===== config.mk =====
export PLATFORM = sky130hd
export DESIGN_NAME = midi_channel_message_note_tracker_core_flat
export DESIGN_NICKNAME = d
export VERILOG_FILES = /design/src/rtl/mcnt_pkg.sv /design/src/rtl/mcnt_if.sv /design/src/rtl/mcnt_decode.sv /design/src/rtl/mcnt_bitmap.sv /design/src/rtl/midi_channel_message_note_tracker_core.sv /design/src/flat_wrapper.sv
export SDC_FILE = /design/constraint.sdc
export NUM_CORES = 2
export LEC_CHECK = 0
export BUFFER_PORTS_ARGS = -buffer_cell sky130_fd_sc_hd__buf_2
export CAP_MARGIN = 25
export CORE_AREA = 5 5 458 460
export CTS_BUF_LIST = sky130_fd_sc_hd__clkbuf_8
export CTS_CLUSTER_SIZE = 28
export DETAILED_ROUTE_END_ITERATION = 10
export DIE_AREA = 0 0 463 465
export PLACE_DENSITY = 0.6
export SETUP_SLACK_MARGIN = 0.1
export SYNTH_ARGS = -nofsm -noshare
export SYNTH_HDL_FRONTEND = slang
export SYNTH_SLANG_ARGS = --single-unit

===== constraint.sdc =====
create_clock -name clk_i -period 20.3 [get_ports clk_i]
set_input_delay 4.06 -clock clk_i [delete_from_list [all_inputs] [get_ports clk_i]]
set_output_delay 4.06 -clock clk_i [all_outputs]
set_load 0.05 [all_outputs]

===== src/rtl/mcnt_pkg.sv =====
// ----------------------------------------------------------------------------
// mcnt_pkg
// Types and constants shared by the MIDI channel message note tracker.
// ----------------------------------------------------------------------------
`default_nettype none

package mcnt_pkg;

  localparam int unsigned NumChannels     = 16;
  localparam int unsigned NotesPerChannel = 128;
  localparam int unsigned ChanW           = $clog2(NumChannels);
  localparam int unsigned NoteW           = $clog2(NotesPerChannel);

  localparam logic [3:0] StatusNoteOff   = 4'h8;
  localparam logic [3:0] StatusNoteOn    = 4'h9;
  localparam logic [3:0] StatusKeyPress  = 4'hA;
  localparam logic [3:0] StatusControl   = 4'hB;
  localparam logic [3:0] StatusProgram   = 4'hC;
  localparam logic [3:0] StatusChanPress = 4'hD;
  localparam logic [3:0] StatusBend      = 4'hE;

  localparam logic [1:0] LenNone  = 2'd0;
  localparam logic [1:0] LenShort = 2'd2;
  localparam logic [1:0] LenLong  = 2'd3;

  typedef enum logic [2:0] {
    KIND_NOTE_OFF   = 3'd0,
    KIND_NOTE_ON    = 3'd1,
    KIND_KEY_PRESS  = 3'd2,
    KIND_CONTROL    = 3'd3,
    KIND_PROGRAM    = 3'd4,
    KIND_CHAN_PRESS = 3'd5,
    KIND_BEND       = 3'd6,
    KIND_UNKNOWN    = 3'd7
  } kind_e;

  typedef struct packed {
    logic [7:0] status_byte;
    logic [6:0] data_one;
    logic [6:0] data_two;
  } in_item_t;

  typedef struct packed {
    logic [2:0] msg_kind;
    logic [3:0] channel_out;
    logic [6:0] first_value;
    logic [6:0] second_value;
    logic [1:0] msg_length;
    logic       was_active;
    logic       now_active;
  } out_item_t;

  // decoder result handed to the top level and the bitmap
  typedef struct packed {
    kind_e      kind;
    logic [1:0] length;
    logic [3:0] channel;
    logic [6:0] value_two;
    logic       is_note;
    logic       note_on;
  } decode_t;

endpackage

`default_nettype wire


===== src/rtl/mcnt_if.sv =====
// ----------------------------------------------------------------------------
// mcnt_if
// Valid/ready channels for input items and result items.
// ----------------------------------------------------------------------------
`default_nettype none

interface mcnt_in_if;
  logic       valid;
  logic       ready;
  logic [7:0] status_byte;
  logic [6:0] data_one;
  logic [6:0] data_two;

  modport source (output valid, output status_byte, output data_one,
                  output data_two, input ready);
  modport sink   (input valid, input status_byte, input data_one,
                  input data_two, output ready);
endinterface

interface mcnt_out_if;
  logic       valid;
  logic       ready;
  logic [2:0] msg_kind;
  logic [3:0] channel_out;
  logic [6:0] first_value;
  logic [6:0] second_value;
  logic [1:0] msg_length;
  logic       was_active;
  logic       now_active;

  modport source (output valid, output msg_kind, output channel_out,
                  output first_value, output second_value, output msg_length,
                  output was_active, output now_active, input ready);
  modport sink   (input valid, input msg_kind, input channel_out,
                  input first_value, input second_value, input msg_length,
                  input was_active, input now_active, output ready);
endinterface

`default_nettype wire


===== src/rtl/mcnt_decode.sv =====
// ----------------------------------------------------------------------------
// mcnt_decode
// Status byte decoder: message kind, length, channel and note control.
// ----------------------------------------------------------------------------
`default_nettype none

module mcnt_decode
  import mcnt_pkg::*;
(
  input  wire logic [7:0] status_i,
  input  wire logic [6:0] data_two_i,
  output decode_t         dec_o
);

  logic vel_nonzero;
  assign vel_nonzero = (data_two_i != 7'd0);

  always_comb begin
    dec_o.kind      = KIND_UNKNOWN;
    dec_o.length    = LenNone;
    dec_o.is_note   = 1'b0;
    dec_o.note_on   = 1'b0;
    unique case (status_i[7:4])
      StatusNoteOff: begin
        dec_o.kind    = KIND_NOTE_OFF;
        dec_o.length  = LenLong;
        dec_o.is_note = 1'b1;
      end
      StatusNoteOn: begin
        dec_o.kind    = vel_nonzero ? KIND_NOTE_ON : KIND_NOTE_OFF;
        dec_o.length  = LenLong;
        dec_o.is_note = 1'b1;
        dec_o.note_on = vel_nonzero;
      end
      StatusKeyPress: begin
        dec_o.kind   = KIND_KEY_PRESS;
        dec_o.length = LenLong;
      end
      StatusControl: begin
        dec_o.kind   = KIND_CONTROL;
        dec_o.length = LenLong;
      end
      StatusProgram: begin
        dec_o.kind   = KIND_PROGRAM;
        dec_o.length = LenShort;
      end
      StatusChanPress: begin
        dec_o.kind   = KIND_CHAN_PRESS;
        dec_o.length = LenShort;
      end
      StatusBend: begin
        dec_o.kind   = KIND_BEND;
        dec_o.length = LenLong;
      end
      default: begin
        dec_o.kind   = KIND_UNKNOWN;
        dec_o.length = LenNone;
      end
    endcase
    dec_o.channel   = (dec_o.kind == KIND_UNKNOWN) ? 4'd0 : status_i[3:0];
    dec_o.value_two = (dec_o.length == LenLong) ? data_two_i : 7'd0;
  end

endmodule

`default_nettype wire


===== src/rtl/mcnt_bitmap.sv =====
// ----------------------------------------------------------------------------
// mcnt_bitmap
// Active-note bitmap: one 128-bit row per channel, row valid flags cleared
// at reset, registered row read and one-deep write forwarding.
// ----------------------------------------------------------------------------
`default_nettype none

module mcnt_bitmap
  import mcnt_pkg::*;
(
  input  wire logic             clk_i,
  input  wire logic             rst_ni,
  input  wire logic             rd_en_i,
  input  wire logic [ChanW-1:0] rd_chan_i,
  input  wire logic             wr_en_i,
  input  wire logic [ChanW-1:0] cur_chan_i,
  input  wire logic [NoteW-1:0] cur_note_i,
  input  wire logic             cur_set_i,
  output logic                  was_bit_o
);

  logic [NotesPerChannel-1:0] mem [NumChannels];
  logic [NumChannels-1:0]     row_vld_q;
  logic [NotesPerChannel-1:0] rd_row_q;
  logic                       rd_vld_q;
  logic [NotesPerChannel-1:0] fwd_row_q;
  logic [ChanW-1:0]           fwd_chan_q;
  logic                       fwd_vld_q;
  logic [NotesPerChannel-1:0] cur_row;
  logic [NotesPerChannel-1:0] new_row;

  always_ff @(posedge clk_i) begin
    if (rd_en_i) begin
      rd_row_q <= mem[rd_chan_i];
    end
    if (wr_en_i) begin
      mem[cur_chan_i] <= new_row;
    end
  end

  always_ff @(posedge clk_i or negedge rst_ni) begin
    if (!rst_ni) begin
      row_vld_q <= '0;
      rd_vld_q  <= 1'b0;
      fwd_vld_q <= 1'b0;
    end else begin
      if (rd_en_i) begin
        rd_vld_q <= row_vld_q[rd_chan_i];
      end
      if (wr_en_i) begin
        row_vld_q[cur_chan_i] <= 1'b1;
        fwd_vld_q             <= 1'b1;
      end
    end
  end

  always_ff @(posedge clk_i) begin
    if (wr_en_i) begin
      fwd_row_q  <= new_row;
      fwd_chan_q <= cur_chan_i;
    end
  end

  always_comb begin
    if (fwd_vld_q && (fwd_chan_q == cur_chan_i)) begin
      cur_row = fwd_row_q;
    end else if (rd_vld_q) begin
      cur_row = rd_row_q;
    end else begin
      cur_row = '0;
    end
    new_row             = cur_row;
    new_row[cur_note_i] = cur_set_i;
  end

  assign was_bit_o = cur_row[cur_note_i];

endmodule

`default_nettype wire


===== src/rtl/midi_channel_message_note_tracker_core.sv =====
// ----------------------------------------------------------------------------
// midi_channel_message_note_tracker_core
// An accepted input item loads the input register, then the result register
// drives result valid.
// Throughput: one item per cycle; a stalled result holds the input register.
// Reset: asynchronous, clears pipeline valids and the per-channel row flags,
// so the active-note bitmap reads all zero at once; no clearing pass.
// ----------------------------------------------------------------------------
`default_nettype none

module midi_channel_message_note_tracker_core
  import mcnt_pkg::*;
(
  input  wire logic  clk_i,
  input  wire logic  rst_ni,
  mcnt_in_if.sink    in_i,
  mcnt_out_if.source out_o
);

  in_item_t  s1_q;
  logic      s1_vld_q;
  out_item_t out_q, out_d;
  logic      out_vld_q;
  logic      advance;
  logic      accept;
  decode_t   dec;
  logic      was_bit;

  assign advance    = s1_vld_q && (!out_vld_q || out_o.ready);
  assign in_i.ready = !s1_vld_q || advance;
  assign accept     = in_i.valid && in_i.ready;

  always_ff @(posedge clk_i or negedge rst_ni) begin
    if (!rst_ni) begin
      s1_vld_q  <= 1'b0;
      out_vld_q <= 1'b0;
    end else begin
      if (accept) begin
        s1_vld_q <= 1'b1;
      end else if (advance) begin
        s1_vld_q <= 1'b0;
      end
      if (advance) begin
        out_vld_q <= 1'b1;
      end else if (out_o.ready) begin
        out_vld_q <= 1'b0;
      end
    end
  end

  always_ff @(posedge clk_i) begin
    if (accept) begin
      s1_q.status_byte <= in_i.status_byte;
      s1_q.data_one    <= in_i.data_one;
      s1_q.data_two    <= in_i.data_two;
    end
    if (advance) begin
      out_q <= out_d;
    end
  end

  mcnt_decode u_decode (
    .status_i   (s1_q.status_byte),
    .data_two_i (s1_q.data_two),
    .dec_o      (dec)
  );

  mcnt_bitmap u_bitmap (
    .clk_i      (clk_i),
    .rst_ni     (rst_ni),
    .rd_en_i    (accept),
    .rd_chan_i  (in_i.status_byte[3:0]),
    .wr_en_i    (advance && dec.is_note),
    .cur_chan_i (s1_q.status_byte[3:0]),
    .cur_note_i (s1_q.data_one),
    .cur_set_i  (dec.note_on),
    .was_bit_o  (was_bit)
  );

  always_comb begin
    out_d.msg_kind     = dec.kind;
    out_d.channel_out  = dec.channel;
    out_d.first_value  = (dec.kind == KIND_UNKNOWN) ? 7'd0 : s1_q.data_one;
    out_d.second_value = dec.value_two;
    out_d.msg_length   = dec.length;
    out_d.was_active   = dec.is_note && was_bit;
    out_d.now_active   = dec.is_note && dec.note_on;
  end

  assign out_o.valid        = out_vld_q;
  assign out_o.msg_kind     = out_q.msg_kind;
  assign out_o.channel_out  = out_q.channel_out;
  assign out_o.first_value  = out_q.first_value;
  assign out_o.second_value = out_q.second_value;
  assign out_o.msg_length   = out_q.msg_length;
  assign out_o.was_active   = out_q.was_active;
  assign out_o.now_active   = out_q.now_active;

endmodule

`default_nettype wire


===== src/flat_wrapper.sv =====
// flat-port wrapper written by rule: the top's interface ports become plain ports
module midi_channel_message_note_tracker_core_flat import mcnt_pkg::*;
  (clk_i, rst_ni, in_i_valid, in_i_status_byte, in_i_data_one, in_i_data_two, in_i_ready, out_o_valid, out_o_msg_kind, out_o_channel_out, out_o_first_value, out_o_second_value, out_o_msg_length, out_o_was_active, out_o_now_active, out_o_ready);
  mcnt_in_if in_i_i ();
  mcnt_out_if out_o_i ();
  input  wire logic clk_i;
  input  wire logic rst_ni;
  input wire logic [$bits(in_i_i.valid)-1:0] in_i_valid;
  input wire logic [$bits(in_i_i.status_byte)-1:0] in_i_status_byte;
  input wire logic [$bits(in_i_i.data_one)-1:0] in_i_data_one;
  input wire logic [$bits(in_i_i.data_two)-1:0] in_i_data_two;
  output wire logic [$bits(in_i_i.ready)-1:0] in_i_ready;
  output wire logic [$bits(out_o_i.valid)-1:0] out_o_valid;
  output wire logic [$bits(out_o_i.msg_kind)-1:0] out_o_msg_kind;
  output wire logic [$bits(out_o_i.channel_out)-1:0] out_o_channel_out;
  output wire logic [$bits(out_o_i.first_value)-1:0] out_o_first_value;
  output wire logic [$bits(out_o_i.second_value)-1:0] out_o_second_value;
  output wire logic [$bits(out_o_i.msg_length)-1:0] out_o_msg_length;
  output wire logic [$bits(out_o_i.was_active)-1:0] out_o_was_active;
  output wire logic [$bits(out_o_i.now_active)-1:0] out_o_now_active;
  input wire logic [$bits(out_o_i.ready)-1:0] out_o_ready;
  assign in_i_i.valid = in_i_valid;
  assign in_i_i.status_byte = in_i_status_byte;
  assign in_i_i.data_one = in_i_data_one;
  assign in_i_i.data_two = in_i_data_two;
  assign in_i_ready = in_i_i.ready;
  assign out_o_valid = out_o_i.valid;
  assign out_o_msg_kind = out_o_i.msg_kind;
  assign out_o_channel_out = out_o_i.channel_out;
  assign out_o_first_value = out_o_i.first_value;
  assign out_o_second_value = out_o_i.second_value;
  assign out_o_msg_length = out_o_i.msg_length;
  assign out_o_was_active = out_o_i.was_active;
  assign out_o_now_active = out_o_i.now_active;
  assign out_o_i.ready = out_o_ready;
  midi_channel_message_note_tracker_core u_core (.clk_i(clk_i), .rst_ni(rst_ni), .in_i(in_i_i), .out_o(out_o_i));
endmodule

Word-level counts from Yosys, hierarchy flattened
Memories as Yosys holds them, arrays and structs flattened. A register that Yosys moved wholly into a read port is not among the register bits.
Cells that the tools add are included.
Storage, ports and cells
  word-level logic and storage cells: 71
  memories kept: 1
  bits in registers: 199
  output and inout bits: 27
  bits in writable memories: 2048
  bits of input ports: 26
Operators by class
  mux-type cells: 21
  bitwise logic cells: 1
  equality and inequality tests: 10
  reductions and logical operators: 16
  magnitude comparators: 5
Memory list
  u_core.u_bitmap.mem: words 16, width 128, rd ports 1, clocked after Yosys merged registers in 1, write ports 1, line mcnt_bitmap.sv:22  | logic [NotesPerChannel-1:0] mem [NumChannels];
Operators with widths (number)
  128-bit two-way mux: 2
  128-bit bitwise mux: 1
  5-bit one-hot mux with 7 select lines: 1
  4-bit == test (second input constant): 7
  16-bit OR: 1
  1-bit two-way mux: 13
  4-bit by 5-bit less-than comparator with 1-bit output (second input constant): 2
  1-bit logical AND: 8
  7-bit by 8-bit less-than comparator with 1-bit output (second input constant): 1
  1-bit binary-select mux with 7-bit select: 1
  1-bit demux with 7-bit select: 1
  7-bit by 1-bit greater-or-equal comparator with 1-bit output (second input constant): 1
  7-bit nonzero test: 1
  1-bit binary-select mux with 4-bit select: 1
  1-bit demux with 4-bit select: 1
  4-bit == test: 1
  4-bit by 1-bit greater-or-equal comparator with 1-bit output (second input constant): 1
  2-bit nonzero test: 2
  3-bit == test (second input constant): 1
  2-bit == test (second input constant): 1
  1-bit logical NOT: 2
  1-bit logical OR: 2
  2-bit OR reduction: 1

Longest topological paths before layout
  word-level depth: 6
  depth in mapped cells: 13
  gate-level depth less buffers: 9

Hierarchy
Synthesis repeated with hierarchy kept, for this count alone.
Unflattened totals
  cells, all modules: 4301
  area, all modules: 92877.8 sq um
By module, submodules not included
  mcnt_bitmap: times used 1, cells each 4201, area an instance 91036.1 sq um
  midi_channel_message_note_tracker_core: times used 1, cells each 66, area an instance 1582.8 sq um
  mcnt_decode: times used 1, cells each 34, area an instance 259.0 sq um

Worst setup path after synthesis
OpenSTA, ideal clock, no wires.
  path kind: input to register
  start point: input out_o_ready
  end point: register u_core.u_bitmap.row_vld_q[12]
  required time: 20180 ps
  stages on the path: 7
  buffers on the path: 0
  setup time: 120 ps
  data arrival time: 17790 ps
  path slack: 2389 ps
  cell sequence: nand2b_1 -> and2_1 -> nand2_1 -> inv_1 -> nand3_1 -> nor3_1 -> or2_2
Between the ends
  word-level cells in the longest chain between the ends: 3
Ends and longest elaborated chain
  from (decl): line flat_wrapper.sv:21  | input wire logic [$bits(out_o_i.ready)-1:0] out_o_ready;
  1-bit logical OR: line midi_channel_message_note_tracker_core.sv:29  | assign advance = s1_vld_q && (!out_vld_q || out_o.ready);
  1-bit logical AND: line midi_channel_message_note_tracker_core.sv:29
  named net u_core.advance: line midi_channel_message_note_tracker_core.sv:24  | logic advance;
  1-bit logical AND: line midi_channel_message_note_tracker_core.sv:73  | .wr_en_i (advance && dec.is_note),
  named net u_core.u_bitmap.wr_en_i: line mcnt_bitmap.sv:15  | input wire logic wr_en_i,
  to (signal assigned): line mcnt_bitmap.sv:43  | row_vld_q <= '0;
  to (signal, indexed assignment): line mcnt_bitmap.sv:51  | row_vld_q[cur_chan_i] <= 1'b1;
  to (decl): line mcnt_bitmap.sv:23  | logic [NumChannels-1:0] row_vld_q;
The timed path passes the listed nets, and every way through them passes these cells.
A chain may end at the register's enable or synchronous reset.

Worst setup path in the final report
  start point: input out_o_ready
  end point: output in_i_ready
Between the ends
  word-level cells in the longest chain between the ends: 3
Ends and longest elaborated chain
  1-bit logical OR: line midi_channel_message_note_tracker_core.sv:29
  1-bit logical AND: line midi_channel_message_note_tracker_core.sv:29
  1-bit logical OR: line midi_channel_message_note_tracker_core.sv:30  | assign in_i.ready = !s1_vld_q || advance;
  to (decl): line flat_wrapper.sv:12  | output wire logic [$bits(in_i_i.ready)-1:0] in_i_ready;
No other way between the ends.

==> summary.txt <==
R2R Path End - u_core.out_o.was_active$_DFFE_PP_
Detail Route Antenna Nets - 0
Number of synthesized flops with an enable pin - 2355
Internal power - 7.74 mW
Vias in the first global route - 47213
Placed inst area - 96500 um^2
Hold Vio Cnt, Final - 0
Yosys warns - 0
DRT iter0 DRCs - 5183
Crit path capture type - output port
Initial antenna violation count - 11
Psw - 2.36 mW
CP max FO - 3
Layout cell share with drive strength beyond 1 - 29.7%
Cells after synthesis - 4152
Area of the mapped netlist - 91800 um^2
Worst-Margin Slew - 1.14 ns
Switching portion of total power - 23.4%
Post-Layout Cell Count - 7595
Period utilization - 42.5%
H-tree Lvls - 5
TritonCTS clock tree - yes
FF-to-FF Start - u_core.s1_q[15]$_DFFE_PP_
Clock network power share - 37.3%
Vias - 45878
Worst skew pair latency - 1.08 ns
Arr. time, crit path - 4.58 ns
Hold path startpoint - u_core.u_bitmap.row_vld_q[10]$_DFFE_PN0P_
I/O pins - 53
Sink Count - 2375
P&R area growth vs syn - 12.9%
Core Area - 206000 um^2
Die Ht - 465 um
Post-Syn Area per Cell - 22.1 um^2
# setup viols final - 0
Max Fclk - 116 MHz
Comb pwr share - 7.1%
Dpl hpwl - 118000 um
Largest net degree at the start of global routing - 106
DRC Markers - 0
Post-synth ARST share - 0.842%
#FFs+latches synth - 2375
Hold Path Depth - 1
Final Skew - 0.0917 ns
Syn nets - 4178
Fin crit period - 8.64 ns
Sequential area share after synthesis - 77.6%
R2r setup slk - 14.44 ns
Die Width - 463 um
CTS clk-pin slew, worst paths - 0.06 ns
Postcts setup bufs - 0
CTS root buf - clkbuf_8
Min-Delay Path Class - reg2reg
Drt total wl - 238000 um
Grt total ovfl - 0
DR vias/cell - 6.04
Overall Global Routing Usage - 21.9%
Count of cell types in the netlist - 55
Leak Pwr - 33.8 nW
GP Congestion - 0.761
Deepest clock path buffer count - 4
Post-route setup slack - 11.66 ns
R2R depth - 11
Status - finished clean
Max Cap Viol - 0
Worst hold slack - 0.464 ns
First-pass GRT wire length - 341000 um
Dpl cells - 6855
Startpoint Class - input pin
Pwr Density - 97.4 nW/um^2
RSZ-0062 raised after global routing - no
Max-slew violation count - 0
Row count - 167
Design area - 104000 um^2
Nets - 4612
Crit Path Category - in2out
Ys flop type - edfxtp_1
Initial cell density of the core - 44.7%
Slew HR - 23.9%
Hold EP - u_core.u_bitmap.row_vld_q[10]$_DFFE_PN0P_
Port bufs - 52
Share of power burned in registers - 55.5%
Cts bufs inserted - 399
Pre-CTS setup slack - 10.99 ns
Post-detailed-route wirelength per cell - 31.3 um
Die Area - 215000 um^2
Required time of the critical path - 16.24 ns
CTS-repair resized insts - 0
Setup TNS - 0 ns
Max VDD drop - 0.0000828 V
Post-cts hold buffer count - 0
1st-pass router iterations - 8
==> synth_stat cells, drive strengths merged, types with 20 or more instances <==
library cell / instances / share of area, %
clkbuf: 188 / 0.77
nand2: 110 / 0.45
a221oi: 36 / 0.34
mux4: 631 / 15
a31oi: 84 / 0.57
buf: 77 / 0.37
mux2i: 80 / 0.87
a211oi: 35 / 0.29
and3: 69 / 0.47
edfxtp: 2355 / 77
and2: 22 / 0.15
dfrtp: 20 / 0.55
a21oi: 131 / 0.71
nand3: 28 / 0.15
nor3: 20 / 0.12
or2: 20 / 0.14
o21ai: 36 / 0.20
nor2: 82 / 0.34
==> power groups by stage <==
stage	combinational, mW	clock, mW	sequential (mW)
2_1_floorplan	0.419	0	5.71
5_1_grt	0.767	4.10	5.61
3_5_place_dp	0.706	0	5.71
3_3_place_gp	0.660	0	5.72
4_1_cts	0.707	3.85	5.61
6_report	0.720	3.77	5.61
==> worst max-delay path, stage by stage <==
cell	delay [ns]
buf_2	0.10
nand3b_1	0.18
buf_2	0.23
==> cell type report <==
cell class	count	area (um^2)
fill	16365	102000
sequential	2375	71200
multi-input combinational	1504	19800
clock buffer	409	5630
tap	2704	3380
timing repair buffer	298	2330
clock inverter	284	1280
inverter	8	35.0
antenna	13	32.5
==> worst max path at each step <==
stage	startpoint	to	cells after the start	slack [ns]
2_1_floorplan	out_o_ready	u_core.u_bitmap.row_vld_q[12]$_DFFE_PN0P_	7	2.39
3_3_place_gp	out_o_ready	u_core.u_bitmap.mem[2][117]$_DFFE_PP_	9	11.06
3_5_place_dp	out_o_ready	u_core.u_bitmap.mem[2][106]$_DFFE_PP_	9	10.99
4_1_cts	out_o_ready	in_i_ready	3	11.66
5_1_grt	out_o_ready	in_i_ready	3	11.63
6_report	out_o_ready	in_i_ready	3	11.66
==> metal layers <==
metal / wire [um] / part of all wire (%) / GRT usage (%)
met4: 7700 / 3.2 / 7.76
met1: 95000 / 40 / 30.1
met5: 11 / 0.0046 / 0
met2: 117000 / 49 / 35.6
met3: 18100 / 7.6 / 3.84
==> registers in the layout (all words and copies together) (netlist names) <==
signal	count
u_core.u_bitmap.fwd_chan_q	4
u_core.out_o.channel_out	4
u_core.s1_vld_q	1
u_core.out_o.now_active	1
u_core.u_bitmap.fwd_row_q	128
u_core.u_bitmap.row_vld_q	16
u_core.u_bitmap.rd_vld_q	1
u_core.out_o.first_value	7
u_core.u_bitmap.fwd_vld_q	1
u_core.u_bitmap.rd_row_q	128
u_core.out_o.valid	1
u_core.u_bitmap.mem	2048
u_core.out_o.second_value	7
u_core.out_o.was_active	1
u_core.out_o.msg_length	2
u_core.out_o.msg_kind	3
u_core.s1_q	22
==> layout by cell type, fill, tap and decap left out, types with 26 or more instances in the layout <==
master | synthesis | final
edfxtp_1 | 2355 | 2355
mux4_2 | 631 | 631
clkbuf_8 | 0 | 409
buf_4 | 0 | 230
inv_1 | 7 | 139
a21oi_1 | 131 | 131
nand2_1 | 110 | 109
clkinv_1 | 1 | 104
a31oi_1 | 84 | 83
mux2i_1 | 80 | 79
and3_1 | 69 | 69
nor2_1 | 82 | 68
buf_2 | 26 | 49
a221oi_1 | 36 | 36
clkinv_2 | 0 | 35
a211oi_1 | 34 | 34
o21ai_0 | 33 | 33
nand3_1 | 28 | 26
==> through the flow <==
step | total power [mW] | util (%)
2_1_floorplan | 6.13 | -
3_3_place_gp | 6.38 | 46.6
3_5_place_dp | 6.42 | 46.9
4_1_cts | 10.2 | 50.3
5_1_grt | 10.5 | 50.4
6_report | 10.1 | 50.4
==> kinds of logic after synthesis <==
logic type / after synthesis / synth area share, %
muxes: 712 / 16.4
AOI/OAI and AO/OA: 390 / 2.72
buffers and inverters: 273 / 1.17
DFF: 2375 / 77.6
and+or+nand+nor: 398 / 2.14
xor gates and xnor gates: 4 / 0.0382
Note: power is estimated with default switching activity, not from simulation.
